[src/hdl/bssg_pkg.sv]
package bssg_pkg;

  localparam int ADDR_W = 5;

  localparam logic [2:0] REG_PHASE_STEP = 3'd0;
  localparam logic [2:0] REG_BURST_SPAN = 3'd1;
  localparam logic [2:0] REG_MOMENT_X   = 3'd2;
  localparam logic [2:0] REG_MOMENT_Y   = 3'd3;
  localparam logic [2:0] REG_MOMENT_Z   = 3'd4;

  localparam logic [14:0]        RST_PHASE_STEP = 15'd3277;
  localparam logic [15:0]        RST_BURST_SPAN = 16'd100;
  localparam logic signed [15:0] RST_MOMENT_X   = 16'sd32767;
  localparam logic signed [15:0] RST_MOMENT_Y   = 16'sd0;
  localparam logic signed [15:0] RST_MOMENT_Z   = 16'sd0;

  localparam logic signed [15:0] SAT_POS  = 16'sh7FFF;
  localparam logic signed [15:0] SAT_NEG  = 16'sh8000;
  localparam logic [14:0]        SINE_MAX = 15'd32767;
  localparam logic [1:0]         LAST_COMP = 2'd2;

  typedef struct packed {
    logic [14:0]        phase_step;
    logic [15:0]        burst_span;
    logic signed [15:0] moment_x;
    logic signed [15:0] moment_y;
    logic signed [15:0] moment_z;
  } cfg_t;

  typedef enum logic [3:0] {
    OP_NONE,
    OP_GAP,
    OP_START,
    OP_SINE,
    OP_MUL1,
    OP_MUL2,
    OP_DIV,
    OP_SF,
    OP_PROD,
    OP_ACC,
    OP_ADV
  } dp_op_t;

  typedef enum logic [3:0] {
    S_IDLE,
    S_MUL1,
    S_MUL2,
    S_DIV,
    S_SF,
    S_PROD,
    S_ACC,
    S_ADV,
    S_OUT
  } state_t;

  typedef struct packed {
    dp_op_t     op;
    logic [1:0] comp;
    logic       load_out;
  } cmd_t;

  typedef struct packed {
    logic gap_pos;
    logic env_neg;
  } stat_t;

  // quarter-wave table, round(32767*sin(k*pi/64))
  function automatic logic [14:0] sine_q(input logic [5:0] k);
    logic [14:0] v;
    case (k)
      6'd0:  v = 15'd0;
      6'd1:  v = 15'd1608;
      6'd2:  v = 15'd3212;
      6'd3:  v = 15'd4808;
      6'd4:  v = 15'd6393;
      6'd5:  v = 15'd7962;
      6'd6:  v = 15'd9512;
      6'd7:  v = 15'd11039;
      6'd8:  v = 15'd12539;
      6'd9:  v = 15'd14010;
      6'd10: v = 15'd15446;
      6'd11: v = 15'd16846;
      6'd12: v = 15'd18204;
      6'd13: v = 15'd19519;
      6'd14: v = 15'd20787;
      6'd15: v = 15'd22005;
      6'd16: v = 15'd23170;
      6'd17: v = 15'd24279;
      6'd18: v = 15'd25329;
      6'd19: v = 15'd26319;
      6'd20: v = 15'd27245;
      6'd21: v = 15'd28105;
      6'd22: v = 15'd28898;
      6'd23: v = 15'd29621;
      6'd24: v = 15'd30273;
      6'd25: v = 15'd30852;
      6'd26: v = 15'd31356;
      6'd27: v = 15'd31785;
      6'd28: v = 15'd32137;
      6'd29: v = 15'd32412;
      6'd30: v = 15'd32609;
      6'd31: v = 15'd32728;
      default: v = SINE_MAX;
    endcase
    return v;
  endfunction

endpackage

[src/hdl/bssg_regs.sv]
module bssg_regs (
  input  logic                       clk,
  input  logic                       rst_n,
  input  logic                       psel,
  input  logic                       penable,
  input  logic                       pwrite,
  input  logic [bssg_pkg::ADDR_W-1:0] paddr,
  input  logic [31:0]                pwdata,
  output logic [31:0]                prdata,
  output logic                       pready,
  output bssg_pkg::cfg_t             cfg
);

  bssg_pkg::cfg_t cfg_r;
  bssg_pkg::cfg_t cfg_nxt;
  logic           wr_en;

  assign pready = 1'b1;
  assign wr_en  = psel && penable && pwrite;
  assign cfg    = cfg_r;

  always_comb begin
    cfg_nxt = cfg_r;
    if (wr_en) begin
      case (paddr[4:2])
        bssg_pkg::REG_PHASE_STEP: cfg_nxt.phase_step = pwdata[14:0];
        bssg_pkg::REG_BURST_SPAN: cfg_nxt.burst_span = pwdata[15:0];
        bssg_pkg::REG_MOMENT_X:   cfg_nxt.moment_x   = pwdata[15:0];
        bssg_pkg::REG_MOMENT_Y:   cfg_nxt.moment_y   = pwdata[15:0];
        bssg_pkg::REG_MOMENT_Z:   cfg_nxt.moment_z   = pwdata[15:0];
        default: ;
      endcase
    end
  end

  always_comb begin
    case (paddr[4:2])
      bssg_pkg::REG_PHASE_STEP: prdata = {17'h0, cfg_r.phase_step};
      bssg_pkg::REG_BURST_SPAN: prdata = {16'h0, cfg_r.burst_span};
      bssg_pkg::REG_MOMENT_X:   prdata = {16'h0, cfg_r.moment_x};
      bssg_pkg::REG_MOMENT_Y:   prdata = {16'h0, cfg_r.moment_y};
      bssg_pkg::REG_MOMENT_Z:   prdata = {16'h0, cfg_r.moment_z};
      default:                  prdata = 32'h0;
    endcase
  end

  always_ff @(posedge clk) begin
    if (!rst_n) begin
      cfg_r.phase_step <= bssg_pkg::RST_PHASE_STEP;
      cfg_r.burst_span <= bssg_pkg::RST_BURST_SPAN;
      cfg_r.moment_x   <= bssg_pkg::RST_MOMENT_X;
      cfg_r.moment_y   <= bssg_pkg::RST_MOMENT_Y;
      cfg_r.moment_z   <= bssg_pkg::RST_MOMENT_Z;
    end else begin
      cfg_r <= cfg_nxt;
    end
  end

endmodule

[config.mk]
export PLATFORM = sky130hd
export DESIGN_NAME = bssg_regs
export DESIGN_NICKNAME = d
export VERILOG_FILES = /design/src/hdl/bssg_pkg.sv /design/src/hdl/bssg_regs.sv
export SDC_FILE = /design/constraint.sdc
export NUM_CORES = 1
export LEC_CHECK = 0
export BUFFER_PORTS_ARGS = -buffer_cell sky130_fd_sc_hd__buf_2
export CAP_MARGIN = 40
export CORE_UTILIZATION = 50
export CTS_BUF_LIST = sky130_fd_sc_hd__clkbuf_4 sky130_fd_sc_hd__clkbuf_8
export DETAILED_ROUTE_END_ITERATION = 7
export PLACE_DENSITY = 0.81
export SETUP_SLACK_MARGIN = 0.2
export SLEW_MARGIN = 5
export SYNTH_ARGS = -nofsm -noshare
export SYNTH_HDL_FRONTEND = slang
export SYNTH_SLANG_ARGS = --single-unit
[constraint.sdc]
create_clock -name clk -period 1.5 [get_ports clk]
set_clock_uncertainty 0.1 [all_clocks]
set_input_delay 0 -clock clk [delete_from_list [all_inputs] [get_ports clk]]
set_output_delay 0 -clock clk [all_outputs]
set_load 0.01 [all_outputs]
==> out/metrics.csv, run 1 <==
stage,metric,value,unit
placement,RD Place Congestion,0.8314,
hold_path,HP Start,rst_n,
floorplan,Die Width,89.02,um
hold_path,Min-Delay Path Depth,3,
finish,max reg flops,79,
clock_tree,H-tree levels,3,
worst_setup_path,R2R Path Start,cfg[32]$_SDFFE_PN1P_,
timing,Final Hold Fails,0,
floorplan,Top-Level Pins,154,
pwr,Psw,1.047,mW
status,failing checks,negative setup slack,
finish,Post-Layout Inst Area,5101,um^2
worst_setup_path,Worst Reg-to-Reg Cells,3,
placement,dpl ws,70.45,ps
pwr,PwrDens,795.3,nW/um^2
timing,# setup viols final,1,
floorplan,Std-Cell Core Area,7292,um^2
route,Via Count,3734,
pwr,P_leak,2.299,nW
worst_setup_path,Critical Path AT,1420,ps
hold_path,Min-Delay Endpoint,cfg[24]$_SDFFE_PN0P_,
route,Routed WL,11790,um
global_routing,initial antenna violation count,0,
global_routing,first-pass GRT wire length,17460,um
timing,Max Fclk,660.0,MHz
pwr,sequential group share of total power,52.5,%
clock_tree,TritonCTS Buffers,9,
worst_setup_path,CP max-delay cell,dfxtp_2,
synth,Synth Instances,406,
job,max_cap viols,0,
worst_setup_path,CP Class,reg -> out,
pwr,VDD IR max,0.5880,mV
route,ANT nets after route,0,
worst_setup_path,R2R Setup Slk,590,ps
hold_path,HP Class,in -> reg,
route,Pre-antenna DRT Iters,5,
pwr,combinational power share,13.6,%
clock_tree,CTS max path bufs,2,
status,status,"finished, violations left",
finish,register area,1620,um^2
floorplan,Std-Cell Rows,31,
synth,Synth top cells by count,"dfxtp_1 (79), nand2_1 (72), mux2i_1 (63), a22oi_1 (29), buf_4 (22)",
worst_setup_path,worst flop-to-flop path endpoint,cfg[32]$_SDFFE_PN1P_,
floorplan,Initial Util,51.92,%
synth,Post-synth EDFFs,0,
synth,Mapped Area,3786,um^2
worst_setup_path,Critical Path RT,1400,ps
global_routing,largest net degree at the start of global routing,60,
global_routing,Overflow after GRT,0,
finish,Nets,601,
worst_setup_path,"Critical Path, Cell by Cell",mux2_4 -> a22oi_2 -> o22ai_2 -> buf_2,
pwr,design internal power,3.010,mW
worst_setup_path,critical path peak fanout,2,
floorplan,DIE HEIGHT,89.02,um
global_routing,GRT Total Usage,29.65,%
synth,Async SR Flop Fraction,0,%
timing,RSZ-0062 raised after global routing,yes,
clock_tree,Clock transition at path regs,80,ps
synth,Netlist cell types,31,
worst_setup_path,CP peak stage delay,330,ps
timing,Rel. slew slack,56.37,%
timing,fin crit period,1515,ps
placement,placed wire-length estimate,7546,um
clock_tree,"Clk Latency, worst-skew pair",340,ps
pwr,Clk pwr share,33.9,%
global_routing,vias in the first global route,3433,
synth,Yosys warnings,0,
synth,sequential cell area fraction in the yosys report,41.77,%
clock_tree,CTS tree,yes,
timing,worst slew pin tran,654.5,ps
timing,Fin Hold WS,19.28,ps
route,# DRC,0,
finish,Diodes inserted,0,
route,Routed WL per cell,17.86,um
finish,fillers,537,
timing,setup ws final,-15.19,ps
placement,placed cell area,4494,um^2
worst_setup_path,Critical Path End Type,output port,
finish,layout cells sized above 1,41.89,%
pwr,Sw Ratio,25.81,%
synth,synth top area cells,"dfxtp_1 (42%), mux2i_1 (17%), nand2_1 (7.1%), a22oi_1 (5.8%), mux2_2 (4.5%)",
timing,Final period util,101.0,%
floorplan,area of the die,7925,um^2
synth,Synth top area share,41.77,%
clock_tree,clk sinks,79,
synth,predominant post-synthesis flop cell,dfxtp_1,
timing,final slew viol count,0,
route,Avg Vias per Cell,5.658,
worst_setup_path,startpoint types,flip-flop,
synth,post-synthesis register bit count,79,
finish,area of the multi-input gates,2017,um^2
synth,largest area contributor in the netlist,dfxtp_1,
route,initial drt markers,284,
synth,"count leader, synth",dfxtp_1,
placement,Buffers on Ports,118,
synth,syn_area_per_cell,9.325,um^2
clock_tree,root buffer cell,clkbuf_8,
finish,P&R area growth vs syn,34.73,%
placed cells by master (no fill, tap or decap), types with 16 or more instances in the layout:
cell           netlist  layout
dfxtp_1             79      48
nor2b_1             18      18
conb_1               2      17
nand2_1             72      72
dfxtp_2              0      31
a22oi_1             29      16
mux2i_1             63      63
o21ai_0             18      17
buf_4               22      36
dlygate4sd3_1        0      20
buf_2                7     117
layer usage:
layer,share of wire (%),GRT usage (%),vias up
li1,-,-,1688
met1,39,37.13,1812
met2,49,47.97,194
met3,7.5,5.910,40
met4,3.8,16.74,0
met5,0,0,-
worst max-delay path by stage:
stage | start | endpoint | slack (ps) | depth (start not counted)
5_1_grt | cfg[32]$_SDFFE_PN1P_ | prdata[0] | -40 | 4
3_3_place_gp | paddr[2] | cfg[32]$_SDFFE_PN1P_ | 110 | 4
4_1_cts | cfg[32]$_SDFFE_PN1P_ | prdata[0] | 20 | 4
2_1_floorplan | paddr[2] | cfg[62]$_SDFFE_PN0P_ | 340 | 6
6_report | cfg[32]$_SDFFE_PN1P_ | prdata[0] | -20 | 4
3_5_place_dp | paddr[2] | cfg[47]$_SDFFE_PN0P_ | 70 | 4
metrics by stage:
step                instances  setup TNS [ps]  power (mW)  utilization, %
finish                    660          -15.19       4.057           69.96
global route              660          -53.17       4.224           69.96
CTS                       660               0       4.021           68.77
detailed placement        616               0       2.629           61.63
global placement          616               0       2.617           61.63
floorplan                 421               0       2.485               -
power groups by stage:
stage | logic [mW] | clock network (mW) | registers, mW
after detailed placement | 0.452 | 0 | 2.18
final | 0.552 | 1.37 | 2.13
after floorplan | 0.303 | 0 | 2.18
after global routing | 0.593 | 1.50 | 2.13
after global placement | 0.441 | 0 | 2.18
after CTS | 0.516 | 1.38 | 2.13
worst max-delay path: cells and delay by family (launching register included):
kind | cells | cell delay [ps]
DFF | 1 | 330
AOI/OAI and AO/OA | 2 | 310
muxes | 1 | 270
buffers and inverters | 1 | 160
cell type report:
class                   instances  share of cell area [%]
multi-input cells             278                   39.54
flip-flops and latches         79                   31.76
repair buffers                177                   22.10
clock buffers                  12                   2.992
well taps                      99                   2.428
inverters                      14                   1.030
clock inverters                 1                  0.1472
cell families after synthesis:
family,Yosys count,synth area share [%]
and+or+nand+nor,102,12.92
AOI/OAI and AO/OA,81,14.41
DFF,79,41.77
muxes,78,21.12
buffers and inverters,64,9.583
other,2,0.1984
what timing repair did:
item                                   4_1_cts  5_1_grt
pin swaps                                    6        3
endpoints found under the hold margin       79        0
gates resized for setup                     33       27
setup endpoints to repair                   16       16
setup buffers                               11        0
hold buffers                                20        0
No activity file was read; power rests on OpenSTA's default activity.
==> run 2, diff against run 1 <==
- TNS_END_PERCENT: default -> 50
==> run 2 against run 1 <==
Effect of this change: the run still ends with negative setup slack left; clock power hardly changed; routed wire length is 0.92% higher; via count down 2.3%; register-to-register slack about the same; global-route usage fell by 0.50 points; maximum frequency hardly changed; total power barely moved; first-iteration DRC count down 7.4%; combinational power is 1% lower; critical path depth stayed put.
==> out/metrics.csv, run 2 (synthesized netlist as in run 1, its figures left out) <==
stage,metric,value,unit,change
route,Routed WL per cell,18.13,um,+1.5%
global_routing,initial antenna violation count,0,,unchanged
route,initial drt markers,263,,-7.4%
worst_setup_path,worst flop-to-flop path endpoint,cfg[32]$_SDFFE_PN1P_,,
floorplan,DIE HEIGHT,89.02,um,unchanged
placement,post-placement cell count,616,,unchanged
pwr,PwrDens,805.3,nW/um^2,+1.3%
pwr,P_leak,2.255,nW,-1.9%
clock_tree,clk sinks,79,,unchanged
floorplan,Std-Cell Rows,31,,unchanged
global_routing,first-pass GRT wire length,17130,um,-1.9%
worst_setup_path,Crit path buffers/inverters,1,,unchanged
worst_setup_path,Critical Path RT,1400,ps,about the same
hold_path,HP Class,in -> reg,,
floorplan,area of the die,7925,um^2,unchanged
worst_setup_path,Critical Path AT,1420,ps,about the same
global_routing,met2 Use GR,46.78,%,-1.2 points
timing,Final Hold Fails,0,,unchanged
floorplan,Std-Cell Core Area,7292,um^2,unchanged
worst_setup_path,critical path peak fanout,2,,unchanged
timing,Final period util,101.1,%,about the same
route,# DRC,0,,unchanged
timing,Fin Hold WS,25.24,ps,+5.955 ps
clock_tree,TritonCTS Buffers,9,,unchanged
timing,Max Fclk,659.6,MHz,about the same
worst_setup_path,Worst Reg-to-Reg Cells,3,,unchanged
finish,max reg flops,79,,unchanged
floorplan,Top-Level Pins,154,,unchanged
worst_setup_path,"Critical Path, Cell by Cell",mux2_4 -> a22oi_2 -> o22ai_2 -> buf_2,,
global_routing,met3 Use GR,6.556,%,+0.65 points
finish,layout cells sized above 1,40.39,%,-1.5 points
placement,placed wire-length estimate,7546,um,unchanged
global_routing,gr busiest metal,met2,,
global_routing,Overflow after GRT,0,,unchanged
clock_tree,Clock transition at path regs,70,ps,about the same
worst_setup_path,crit-path leading delay family,flip-flops,,
clock_tree,CTS max path bufs,2,,unchanged
timing,setup TNS,-25.81,ps,-10.62 ps
placement,RD Place Congestion,0.8314,,unchanged
placement,Buffers on Ports,118,,unchanged
timing,fin crit period,1516,ps,+0.8449 ps
route,Via Count,3649,,-2.3%
timing,setup ws final,-16.03,ps,-0.8449 ps
finish,Nets,597,,-0.67%
route,Avg Vias per Cell,5.563,,-1.7%
clock_tree,CTS tree,yes,,
worst_setup_path,Critical Path End Type,output port,,
worst_setup_path,CP Class,reg -> out,,
worst_setup_path,R2R Setup Slk,590,ps,about the same
finish,final cell count without fillers,656,,-0.61%
worst_setup_path,R2R Path Start,cfg[32]$_SDFFE_PN1P_,,
worst_setup_path,CP max-delay cell,dfxtp_2,,
hold_path,Min-Delay Path Depth,3,,unchanged
finish,"commonest non-fill, non-tap cell in the layout",buf_2,,
hold_path,HP Start,rst_n,,
timing,final slew viol count,0,,unchanged
global_routing,vias in the first global route,3412,,-0.61%
status,failing checks,negative setup slack,,
clock_tree,H-tree levels,3,,unchanged
finish,P&R area growth vs syn,32.95,%,
placement,dpl ws,70.45,ps,unchanged
hold_path,Min-Delay Endpoint,cfg[72]$_SDFFE_PN0P_,,
clock_tree,"Clk Latency, worst-skew pair",350,ps,about the same
finish,fillers,545,,+1.5%
route,Routed WL,11900,um,+0.92%
timing,# setup viols final,2,,+1
worst_setup_path,startpoint types,flip-flop,,
floorplan,Initial Util,51.92,%,unchanged
finish,most frequent cells in the layout,"buf_2 (118), nand2_1 (72), mux2i_1 (63)",,
finish,Diodes inserted,0,,unchanged
global_routing,largest net degree at the start of global routing,60,,unchanged
clock_tree,root buffer cell,clkbuf_8,,
global_routing,GRT Total Usage,29.15,%,-0.50 points
route,ANT nets after route,0,,unchanged
route,Pre-antenna DRT Iters,5,,unchanged
timing,RSZ-0062 raised after global routing,yes,,
finish,register area,1617,um^2,-0.23%
job,max_cap viols,0,,unchanged
global_routing,met1 GRT Util,36.01,%,-1.1 points
timing,worst slew pin tran,674.0,ps,+19.49 ps
timing,Rel. slew slack,55.07,%,-1.3 points
worst_setup_path,CP peak stage delay,330,ps,about the same
pwr,VDD IR max,0.6228,mV,+5.9%
floorplan,Die Width,89.02,um,unchanged
finish,area of the multi-input gates,1986,um^2,-1.6%
finish,final core utilization,69.03,%,-0.93 points
status,status,"finished, violations left",,
## run 2: changes by cell type in the layout (fill, tap and decap cells not counted)
cell     change
buf_4        -5
buf_2        +1
mux2_2       +4
dfxtp_2      -3
a22oi_2      -2
a22oi_1      +2
o22ai_1      +1
mux2_4       -4
dfxtp_1      +3
o22ai_2      -1
## run 2: power by group
| part | switching [mW] | total [mW] | leakage [nW] | internal (mW) |
|---|---|---|---|---|
| Clock | 0.723 | 1.38 | 0.0812 | 0.657 |
| Sequential | 0.0149 | 2.13 | 0.639 | 2.12 |
| Combinational | 0.314 | 0.544 | 1.53 | 0.230 |
| Total | 1.05 | 4.05 | 2.26 | 3.00 |
## run 2: what timing repair did
action | CTS | global route
setup buffers | 7 | 0
endpoints found under the setup margin | 16 | 16
hold buffers | 20 | 0
gates resized for setup | 16 | 33
pin swaps | 3 | 6
hold endpoints to repair | 79 | 0
## run 2: metrics by stage
stage,power [mW],area [um^2]
finish,4.054,5034
global route,4.208,5034
CTS,4.012,4950
detailed placement,2.629,4494
global placement,2.617,4494
floorplan,2.485,3842
## run 2: worst max path at each step
| stage | end | cells after the start | slack (ps) | startpoint |
|---|---|---|---|---|
| floorplan | cfg[62]$_SDFFE_PN0P_ | 6 | 340 | paddr[2] |
| global route | prdata[6] | 4 | -100 | cfg[22]$_SDFFE_PN0P_ |
| detailed placement | cfg[47]$_SDFFE_PN0P_ | 4 | 70 | paddr[2] |
| finish | prdata[0] | 4 | -20 | cfg[32]$_SDFFE_PN1P_ |
| CTS | prdata[0] | 4 | 20 | cfg[32]$_SDFFE_PN1P_ |
| global placement | cfg[32]$_SDFFE_PN1P_ | 4 | 110 | paddr[2] |
## run 2: area by class of cell
class / count / area share (%)
multi-input cells: 278 / 39.45
repair buffers: 173 / 21.75
clock inverters: 1 / 0.1491
clock buffers: 12 / 3.033
flip-flops and latches: 79 / 32.12
well taps: 99 / 2.461
inverters: 14 / 1.044
## run 2: metal layers
metal	wire length [um]	part of all wire (%)
met4	536	4.5
met2	5759	48
met5	0	0
met1	4735	40
met3	864	7.3
## run 2: worst reg2reg max path, delay by kind of cell (launching register included)
kind | cells | cell delay [ps]
buffers and inverters | 1 | 130
muxes | 1 | 80
DFF | 1 | 330
and+or+nand+nor | 1 | 120
