## src/hdl/bssg_pkg.sv

```systemverilog
package bssg_pkg;

  localparam int ADDR_W = 5;

  localparam logic [2:0] REG_PHASE_STEP = 3'd0;
  localparam logic [2:0] REG_BURST_SPAN = 3'd1;
  localparam logic [2:0] REG_MOMENT_X   = 3'd2;
  localparam logic [2:0] REG_MOMENT_Y   = 3'd3;
  localparam logic [2:0] REG_MOMENT_Z   = 3'd4;

  localparam logic [14:0]        RST_PHASE_STEP = 15'd3277;
  localparam logic [15:0]        RST_BURST_SPAN = 16'd100;
  localparam logic signed [15:0] RST_MOMENT_X   = 16'sd32767;
  localparam logic signed [15:0] RST_MOMENT_Y   = 16'sd0;
  localparam logic signed [15:0] RST_MOMENT_Z   = 16'sd0;

  localparam logic signed [15:0] SAT_POS  = 16'sh7FFF;
  localparam logic signed [15:0] SAT_NEG  = 16'sh8000;
  localparam logic [14:0]        SINE_MAX = 15'd32767;
  localparam logic [1:0]         LAST_COMP = 2'd2;

  typedef struct packed {
    logic [14:0]        phase_step;
    logic [15:0]        burst_span;
    logic signed [15:0] moment_x;
    logic signed [15:0] moment_y;
    logic signed [15:0] moment_z;
  } cfg_t;

  typedef enum logic [3:0] {
    OP_NONE,
    OP_GAP,
    OP_START,
    OP_SINE,
    OP_MUL1,
    OP_MUL2,
    OP_DIV,
    OP_SF,
    OP_PROD,
    OP_ACC,
    OP_ADV
  } dp_op_t;

  typedef enum logic [3:0] {
    S_IDLE,
    S_MUL1,
    S_MUL2,
    S_DIV,
    S_SF,
    S_PROD,
    S_ACC,
    S_ADV,
    S_OUT
  } state_t;

  typedef struct packed {
    dp_op_t     op;
    logic [1:0] comp;
    logic       load_out;
  } cmd_t;

  typedef struct packed {
    logic gap_pos;
    logic env_neg;
  } stat_t;

  // quarter-wave table, round(32767*sin(k*pi/64))
  function automatic logic [14:0] sine_q(input logic [5:0] k);
    logic [14:0] v;
    case (k)
      6'd0:  v = 15'd0;
      6'd1:  v = 15'd1608;
      6'd2:  v = 15'd3212;
      6'd3:  v = 15'd4808;
      6'd4:  v = 15'd6393;
      6'd5:  v = 15'd7962;
      6'd6:  v = 15'd9512;
      6'd7:  v = 15'd11039;
      6'd8:  v = 15'd12539;
      6'd9:  v = 15'd14010;
      6'd10: v = 15'd15446;
      6'd11: v = 15'd16846;
      6'd12: v = 15'd18204;
      6'd13: v = 15'd19519;
      6'd14: v = 15'd20787;
      6'd15: v = 15'd22005;
      6'd16: v = 15'd23170;
      6'd17: v = 15'd24279;
      6'd18: v = 15'd25329;
      6'd19: v = 15'd26319;
      6'd20: v = 15'd27245;
      6'd21: v = 15'd28105;
      6'd22: v = 15'd28898;
      6'd23: v = 15'd29621;
      6'd24: v = 15'd30273;
      6'd25: v = 15'd30852;
      6'd26: v = 15'd31356;
      6'd27: v = 15'd31785;
      6'd28: v = 15'd32137;
      6'd29: v = 15'd32412;
      6'd30: v = 15'd32609;
      6'd31: v = 15'd32728;
      default: v = SINE_MAX;
    endcase
    return v;
  endfunction

endpackage

```

## src/hdl/bssg_ctrl.sv

```systemverilog
module bssg_ctrl #(
  parameter int SAMPLE_BITS = 16
) (
  input  logic            clk,
  input  logic            rst_n,
  input  logic            in_valid,
  output logic            in_ready,
  output logic            out_valid,
  input  logic            out_ready,
  input  bssg_pkg::stat_t stat,
  output bssg_pkg::cmd_t  cmd
);

  localparam int CW = $clog2(SAMPLE_BITS - 1);
  localparam logic [CW-1:0] DIV_LAST = CW'(SAMPLE_BITS - 2);

  bssg_pkg::state_t state_r, state_nxt;
  logic [CW-1:0]    cnt_r, cnt_nxt;
  logic [1:0]       comp_r, comp_nxt;
  logic             out_valid_r, out_valid_nxt;

  assign in_ready  = (state_r == bssg_pkg::S_IDLE);
  assign out_valid = out_valid_r;

  always_comb begin
    state_nxt    = state_r;
    cnt_nxt      = cnt_r;
    comp_nxt     = comp_r;
    cmd.op       = bssg_pkg::OP_NONE;
    cmd.comp     = comp_r;
    cmd.load_out = 1'b0;
    case (state_r)
      bssg_pkg::S_IDLE: begin
        if (in_valid) begin
          if (stat.gap_pos) begin
            cmd.op    = bssg_pkg::OP_GAP;
            state_nxt = bssg_pkg::S_OUT;
          end else if (stat.env_neg) begin
            cmd.op    = bssg_pkg::OP_START;
            state_nxt = bssg_pkg::S_OUT;
          end else begin
            cmd.op    = bssg_pkg::OP_SINE;
            state_nxt = bssg_pkg::S_MUL1;
          end
        end
      end
      bssg_pkg::S_MUL1: begin
        cmd.op    = bssg_pkg::OP_MUL1;
        state_nxt = bssg_pkg::S_MUL2;
      end
      bssg_pkg::S_MUL2: begin
        cmd.op    = bssg_pkg::OP_MUL2;
        cnt_nxt   = '0;
        state_nxt = bssg_pkg::S_DIV;
      end
      bssg_pkg::S_DIV: begin
        cmd.op = bssg_pkg::OP_DIV;
        if (cnt_r == DIV_LAST) begin
          state_nxt = bssg_pkg::S_SF;
        end else begin
          cnt_nxt = cnt_r + CW'(1);
        end
      end
      bssg_pkg::S_SF: begin
        cmd.op    = bssg_pkg::OP_SF;
        comp_nxt  = '0;
        state_nxt = bssg_pkg::S_PROD;
      end
      bssg_pkg::S_PROD: begin
        cmd.op    = bssg_pkg::OP_PROD;
        state_nxt = bssg_pkg::S_ACC;
      end
      bssg_pkg::S_ACC: begin
        cmd.op = bssg_pkg::OP_ACC;
        if (comp_r == bssg_pkg::LAST_COMP) begin
          state_nxt = bssg_pkg::S_ADV;
        end else begin
          comp_nxt  = comp_r + 2'd1;
          state_nxt = bssg_pkg::S_PROD;
        end
      end
      bssg_pkg::S_ADV: begin
        cmd.op    = bssg_pkg::OP_ADV;
        state_nxt = bssg_pkg::S_OUT;
      end
      bssg_pkg::S_OUT: begin
        if (!out_valid_r || out_ready) begin
          cmd.load_out = 1'b1;
          state_nxt    = bssg_pkg::S_IDLE;
        end
      end
      default: state_nxt = bssg_pkg::S_IDLE;
    endcase
    out_valid_nxt = cmd.load_out || (out_valid_r && !out_ready);
  end

  always_ff @(posedge clk) begin
    if (!rst_n) begin
      state_r     <= bssg_pkg::S_IDLE;
      cnt_r       <= '0;
      comp_r      <= '0;
      out_valid_r <= 1'b0;
    end else begin
      state_r     <= state_nxt;
      cnt_r       <= cnt_nxt;
      comp_r      <= comp_nxt;
      out_valid_r <= out_valid_nxt;
    end
  end

endmodule

```

## config.mk

```make
export PLATFORM = sky130hd
export DESIGN_NAME = bssg_ctrl
export DESIGN_NICKNAME = d
export VERILOG_FILES = /design/src/hdl/bssg_pkg.sv /design/src/hdl/bssg_ctrl.sv
export SDC_FILE = /design/constraint.sdc
export NUM_CORES = 1
export LEC_CHECK = 0
export BUFFER_PORTS_ARGS = -buffer_cell sky130_fd_sc_hd__buf_2
export CORE_UTILIZATION = 51
export CTS_CLUSTER_DIAMETER = 80
export DETAILED_ROUTE_END_ITERATION = 16
export PLACE_DENSITY = 0.75
export SYNTH_ARGS = -nofsm -noshare
export SYNTH_HDL_FRONTEND = slang
export SYNTH_SLANG_ARGS = --single-unit
```

## constraint.sdc

```tcl
create_clock -name clk -period 3.6 [get_ports clk]
set_clock_uncertainty 0.05 [all_clocks]
set_input_delay 0.54 -clock clk [delete_from_list [all_inputs] [get_ports clk]]
set_output_delay 0.54 -clock clk [all_outputs]
set_load 0.1 [all_outputs]
```

==> results of run 1 <==
worst min path at each step:
| stage | from | slack [ns] | end |
|---|---|---|---|
| floorplan | cnt_r[3]$_SDFFE_PN0P_ | 0.45 | cnt_r[3]$_SDFFE_PN0P_ |
| global placement | comp_r[0]$_SDFFE_PN0P_ | 0.43 | comp_r[0]$_SDFFE_PN0P_ |
| detailed placement | comp_r[0]$_SDFFE_PN0P_ | 0.44 | comp_r[0]$_SDFFE_PN0P_ |
| CTS | comp_r[0]$_SDFFE_PN0P_ | 0.45 | comp_r[0]$_SDFFE_PN0P_ |
| global route | comp_r[0]$_SDFFE_PN0P_ | 0.46 | comp_r[0]$_SDFFE_PN0P_ |
| finish | comp_r[0]$_SDFFE_PN0P_ | 0.45 | comp_r[0]$_SDFFE_PN0P_ |
layout make-up:
class / count / area [um2] / area share
Clock buffer: 4 / 26.28 / 0.03302
Tap cell: 14 / 17.52 / 0.02201
Inverter: 4 / 15.01 / 0.01887
Timing Repair Buffer: 14 / 70.07 / 0.08805
Multi-Input combinational cell: 67 / 446.7 / 0.5613
Sequential cell: 11 / 220.2 / 0.2767
flip-flops by register name, summed over array words and instances (netlist names):
name and flops:
cnt_r 4, state_r 4, comp_r 2, out_valid 1
per-layer routing:
metal / share of wire / vias to the layer above
li1: - / 332
met1: 0.48 / 275
met2: 0.45 / 17
met3: 0.054 / 3
met4: 0.016 / 0
met5: 0 / -
synthesized netlist by cell type, types with 2 or more instances:
library cell | n | share of area
sky130_fd_sc_hd__a21boi_0 | 2 | 0.022
sky130_fd_sc_hd__a21oi_1 | 2 | 0.014
sky130_fd_sc_hd__and2_1 | 4 | 0.036
sky130_fd_sc_hd__buf_2 | 2 | 0.014
sky130_fd_sc_hd__dfxtp_1 | 11 | 0.32
sky130_fd_sc_hd__ha_1 | 3 | 0.054
sky130_fd_sc_hd__inv_1 | 4 | 0.022
sky130_fd_sc_hd__nand2_1 | 8 | 0.043
sky130_fd_sc_hd__nand2b_1 | 2 | 0.018
sky130_fd_sc_hd__nand3_1 | 7 | 0.050
sky130_fd_sc_hd__nor2_1 | 8 | 0.043
sky130_fd_sc_hd__nor2b_1 | 2 | 0.018
sky130_fd_sc_hd__nor3_1 | 4 | 0.029
sky130_fd_sc_hd__o21ai_0 | 3 | 0.022
sky130_fd_sc_hd__xor2_1 | 2 | 0.025
logic make-up (layout without fill, tap and decap cells):
kind of cell	count (synthesis)	count (layout)	share of synthesized area
flops	11	11	0.3165
buf+inv	8	22	0.06295
xor+xnor	2	2	0.02518
compound gates	16	16	0.1601
mux	1	1	0.01439
fa+ha+maj	3	3	0.05396
simple gates	45	45	0.3669
power breakdown:
part           switching, uW  internal (uW)  total (uW)
clock                   44.6           43.1        87.7
sequential              7.19            125         132
combinational           67.6           20.0        87.6
total                    119            188         307
through the flow:
stage | cells | cell area [um2] | utilization | hold slack [ns]
after floorplan | 86 | 710.7 | - | 0.4498
after global placement | 110 | 769.5 | 0.6487 | 0.4314
after detailed placement | 110 | 769.5 | 0.6487 | 0.4393
after CTS | 114 | 795.8 | 0.6709 | 0.4491
after global routing | 114 | 795.8 | 0.6709 | 0.4633
final | 114 | 795.8 | 0.6709 | 0.4468
tightest hold or removal path, cell delays in order, from the launching register on:
cell and delay [ns]:
sky130_fd_sc_hd__dfxtp_1 0.33, sky130_fd_sc_hd__nand2_1 0.07, sky130_fd_sc_hd__a21boi_1 0.05
==> reports/qor.yml, run 1 <==
worstSetupPathDepth: 3
cp.required_ns: 3.01
cts-resized-gates: 0
ioPinCount: 15
met1_usage: 0.2778
critPathSlowestCell: "sky130_fd_sc_hd__dfxtp_1"
gr-usage-met2: 0.3167
critical-path-top-delay-family: "simple AND/OR/NAND/NOR gates"
most_common_cell_after_layout_fill_and_taps_aside: "sky130_fd_sc_hd__buf_2"
critical_path_peak_fanout: 12
path_class: "reg -> out"
die_height_um: 38.94
dr.pass1.iters: 4
io_buffers: 14
num_antenna_cells: 0
path_cells: "or4b_4 > nand3_1 > buf_2"
clk-insertion-delay-late_ns: 0.28
drv.max_cap_violation_count: 0
worstSetupStartpoint: "state_r[1]$_SDFFE_PN0P_"
fillerInstances: 105
yosys_register_bits: 11
cp.buffers_inverters: 1
route.antenna.remaining_nets: 0
clock_sinks: 11
chipWidth_um: 38.94
grt_util_met3: 0.08671
clock_path_buffers: 2
critPathLaunchType: "flip-flop"
ys_warn_count: 0
netlist-cell-type-count: 37
timing.final.crit_share: 0.6959
reg2reg_depth: 4
post_synth_instance_area_um2: 695.7
finalWorstSetupSlack_ns: 1.095
initial_util: 0.5865
detailed_place_hpwl_um: 987.4
least_margin_pin_slew_ns: 0.4892
area.growth.synth_to_final_pct: 14.39
synth-seq-area-share: 0.3165
final.min_clock_period_ns: 2.505
cts_tree: "yes"
synth-async-reset-ratio: 0
power.density_cell_area_mw_per_mm2: 386.0
number_of_global_route_vias_before_repair: 504
num_vias: 627
route.final.wire_length_mm: 1.310
globalRouteTotalUtil: 0.2186
cts_made_buffers: 3
die_area_mm2: 0.001516
setup-violations-final: 0
post_synth_edffs: 0
hold_violations: 0
ff2ff_setup_slack_ns: 2.01
critical_path.reg2reg.startpoint: "state_r[2]$_SDFFE_PN0P_"
mean_instance_size_in_the_synthesized_netlist_um2: 8.089
placeableCoreArea_mm2: 0.001186
htree_levels: 1
final_nets: 110
cts.clk_slew.worst_paths_ns: 0.07
most-common-layout-cells: "14 x sky130_fd_sc_hd__buf_2, 11 x sky130_fd_sc_hd__dfxtp_1, 8 x sky130_fd_sc_hd__nor2_1, 8 x sky130_fd_sc_hd__nand2_1, 7 x sky130_fd_sc_hd__nand3_1"
synthesis.instances: 86
grt_setup_unrepaired: "false"
hold_path_depth: 2
clock_root_buffer: "sky130_fd_sc_hd__clkbuf_4"
report.power.total_uw: 307.2
globalRoute.busiestLayer: "met2"
setup.worst_path.end_class: "output port"
finalWeightedCongestion: 0.7480
worst_r2r_endpoint: "comp_r[1]$_SDFFE_PN0P_"
number_of_antenna_violations_at_the_first_check_in_global_routing: 0
ys.flop_type: "sky130_fd_sc_hd__dfxtp_1"
timing_max_transition_violations_final: 0
drive_above_1_share: 0.2600
worstSetupEndpoint: "cmd[3]"
clock.fmax_mhz: 399.2
critical-path-max-stage-delay_ns: 0.57
status: "complete, no violations"
routedWlPerCell_um: 11.49
timing.slew.headroom: 0.6761
synth_fp_nets: 95
post_cts_hold_buffer_count: 0
drt_first_iter_violations: 9
grt_overflow_total: 0
drcViolationCount: 0
post-place-ws_ns: 1.394
setup_total_negative_slack_ns: 0
vdd.ir_drop.worst_mv: 0.2841
detail_route.vias_per_cell: 5.500
arrival_ns: 1.92
placement_rows: 12
cts.repair_timing.setup_buffer_count: 0
global_route_wire_length_before_repair_mm: 2.145
timing.hold.worst.class: "reg -> reg"
cellLeakagePower_uw: 0.0003318
grt_max_degree: 14
No activity file was read; power rests on OpenSTA's default activity.
==> inputs of run 2 (changes only) <==
==> constraint.sdc (replaced) <==
create_clock -name clk -period 2.5 [get_ports clk]
set_clock_uncertainty 0.05 [all_clocks]
set_input_delay 0.375 -clock clk [delete_from_list [all_inputs] [get_ports clk]]
set_output_delay 0.375 -clock clk [all_outputs]
set_load 0.1 [all_outputs]
==> run 2 against run 1 <==
Non-clock buffer count unchanged. Setup slack got worse by 0.94 ns. Count of clock-buffer cells in the layout unchanged. Global-route usage decreased by 1.1 points. Sequential cell count unchanged. Die area unchanged. Via count decreased by 0.64%. Sequential share of layout area decreased by 0.30 points. Critical endpoint unchanged. Routed wire length decreased by 1.4%. Sequential power increased by 44%. Worst hold slack got worse by 0.088 ns. Clock power increased by 39%.
==> reports/qor.yml, run 2 (synthesis results as in run 1) <==
placeableCoreArea_mm2: 0.001186
post_cts_hold_buffer_count: 0
number_of_global_route_vias_before_repair: 482
most_common_cell_after_layout_fill_and_taps_aside: "sky130_fd_sc_hd__buf_2"
drcViolationCount: 0
status: "complete, no violations"
critical_path_peak_fanout: 12
worst_r2r_endpoint: "cnt_r[1]$_SDFFE_PN0P_"
end_of_the_worst_hold_path: "state_r[1]$_SDFFE_PN0P_"
reg2reg_depth: 4
final.min_clock_period_ns: 2.344
hold_violations: 0
clock_root_buffer: "sky130_fd_sc_hd__clkbuf_4"
die_height_um: 38.94
clk-insertion-delay-late_ns: 0.27
cts_tree: "yes"
clock_sinks: 11
area.growth.synth_to_final_pct: 15.65
worstSetupPathDepth: 3
grt_max_degree: 14
global_route_wire_length_before_repair_mm: 2.097
finalWeightedCongestion: 0.8219
setup.worst_path.end_class: "output port"
hold_start: "rst_n"
grt_setup_unrepaired: "false"
num_vias: 623
drv.max_cap_violation_count: 0
die_area_mm2: 0.001516
placement_rows: 12
routedWlPerCell_um: 11.33
chipWidth_um: 38.94
cp.required_ns: 2.08
clock.fmax_mhz: 426.7
io_buffers: 14
timing_max_transition_violations_final: 0
htree_levels: 1
final_nets: 110
path_cells: "or4b_4 > nand3_1 > buf_2"
detailed_place_hpwl_um: 997.9
post-place-ws_ns: 0.4461
drive_above_1_share: 0.2800
cts_made_buffers: 3
drt_first_iter_violations: 17
finalWorstSetupSlack_ns: 0.1563
layout.cell_area.non_filler_um2: 804.5
path_class: "reg -> out"
cellLeakagePower_uw: 0.0003331
power.density_cell_area_mw_per_mm2: 545.9
cp.buffers_inverters: 1
placedInstanceArea_um2: 778.2
cts.clk_slew.worst_paths_ns: 0.07
dr.pass1.iters: 5
least_margin_pin_slew_ns: 0.4874
critical-path-top-delay-family: "simple AND/OR/NAND/NOR gates"
num_antenna_cells: 0
ioPinCount: 15
largest_registers: "cnt_r: 4 flops, state_r: 4 flops, comp_r: 2 flops"
critPathLaunchType: "flip-flop"
arrival_ns: 1.92
timing.slew.headroom: 0.6773
route.antenna.remaining_nets: 0
critical-path-max-stage-delay_ns: 0.57
vdd.ir_drop.worst_mv: 0.3367
grt_overflow_total: 0
detail_route.vias_per_cell: 5.465
number_of_antenna_violations_at_the_first_check_in_global_routing: 0
most-common-layout-cells: "14 x sky130_fd_sc_hd__buf_2, 11 x sky130_fd_sc_hd__dfxtp_1, 8 x sky130_fd_sc_hd__nor2_1, 8 x sky130_fd_sc_hd__nand2_1, 7 x sky130_fd_sc_hd__nand3_1"
critical_path.reg2reg.startpoint: "state_r[1]$_SDFFE_PN0P_"
cts-resized-gates: 0
hold_path_depth: 3
clock_path_buffers: 2
timing.final.crit_share: 0.9375
route.final.wire_length_mm: 1.292
critPathSlowestCell: "sky130_fd_sc_hd__dfxtp_1"
initial_util: 0.5865
cts.repair_timing.setup_buffer_count: 0
globalRouteTotalUtil: 0.2081
timing.hold.worst.class: "in -> reg"
ff2ff_setup_slack_ns: 0.93
setup-violations-final: 0
run 2: worst max-delay path by stage:
stage / start / to / slack, ns
2_1_floorplan: state_r[1]$_SDFFE_PN0P_ / cmd[3] / -0.41
3_3_place_gp: state_r[1]$_SDFFE_PN0P_ / cmd[3] / 0.48
3_5_place_dp: state_r[1]$_SDFFE_PN0P_ / cmd[3] / 0.45
4_1_cts: state_r[1]$_SDFFE_PN0P_ / cmd[3] / 0.15
5_1_grt: state_r[1]$_SDFFE_PN0P_ / cmd[3] / 0.08
6_report: state_r[1]$_SDFFE_PN0P_ / cmd[3] / 0.16
run 2: metrics by stage:
| step | utilization | cells | hold slack (ns) | total power, uW | TNS (ns) |
|---|---|---|---|---|---|
| finish | 0.6783 | 114 | 0.3584 | 439.2 | 0 |
| global route | 0.6783 | 114 | 0.3586 | 459.3 | 0 |
| CTS | 0.6783 | 114 | 0.3610 | 443.5 | 0 |
| detailed placement | 0.6561 | 110 | 0.4345 | 322.2 | 0 |
| global placement | 0.6561 | 110 | 0.4281 | 321.4 | 0 |
| floorplan | - | 86 | 0.4388 | 305.6 | -0.4081 |
run 2: worst register-to-register path: stages, from the launching register on:
cell	delay [ns]
sky130_fd_sc_hd__dfxtp_1	0.57
sky130_fd_sc_hd__or4b_4	0.55
sky130_fd_sc_hd__nand2_1	0.09
sky130_fd_sc_hd__mux2i_1	0.06
sky130_fd_sc_hd__and2_1	0.14
run 2: per-layer routing:
metal / share of wire / vias up / track usage
met5: 0 / - / 0
met4: 0.013 / 0 / 0.07759
met3: 0.031 / 5 / 0.08671
met2: 0.49 / 9 / 0.3292
met1: 0.47 / 280 / 0.2474
li1: - / 329 / -
run 2: area by class of cell:
| cell class | count | area, um2 |
|---|---|---|
| Clock buffer | 4 | 26.28 |
| Sequential cell | 11 | 220.2 |
| Inverter | 4 | 15.01 |
| Tap cell | 14 | 17.52 |
| Multi-Input combinational cell | 67 | 455.4 |
| Timing Repair Buffer | 14 | 70.07 |
| Fill cell | 107 | 381.6 |
run 2: power breakdown:
part,internal (uW),switching (uW)
Sequential,180,10.9
Combinational,29.6,97.4
Clock,61.8,59.9
Total,271,168
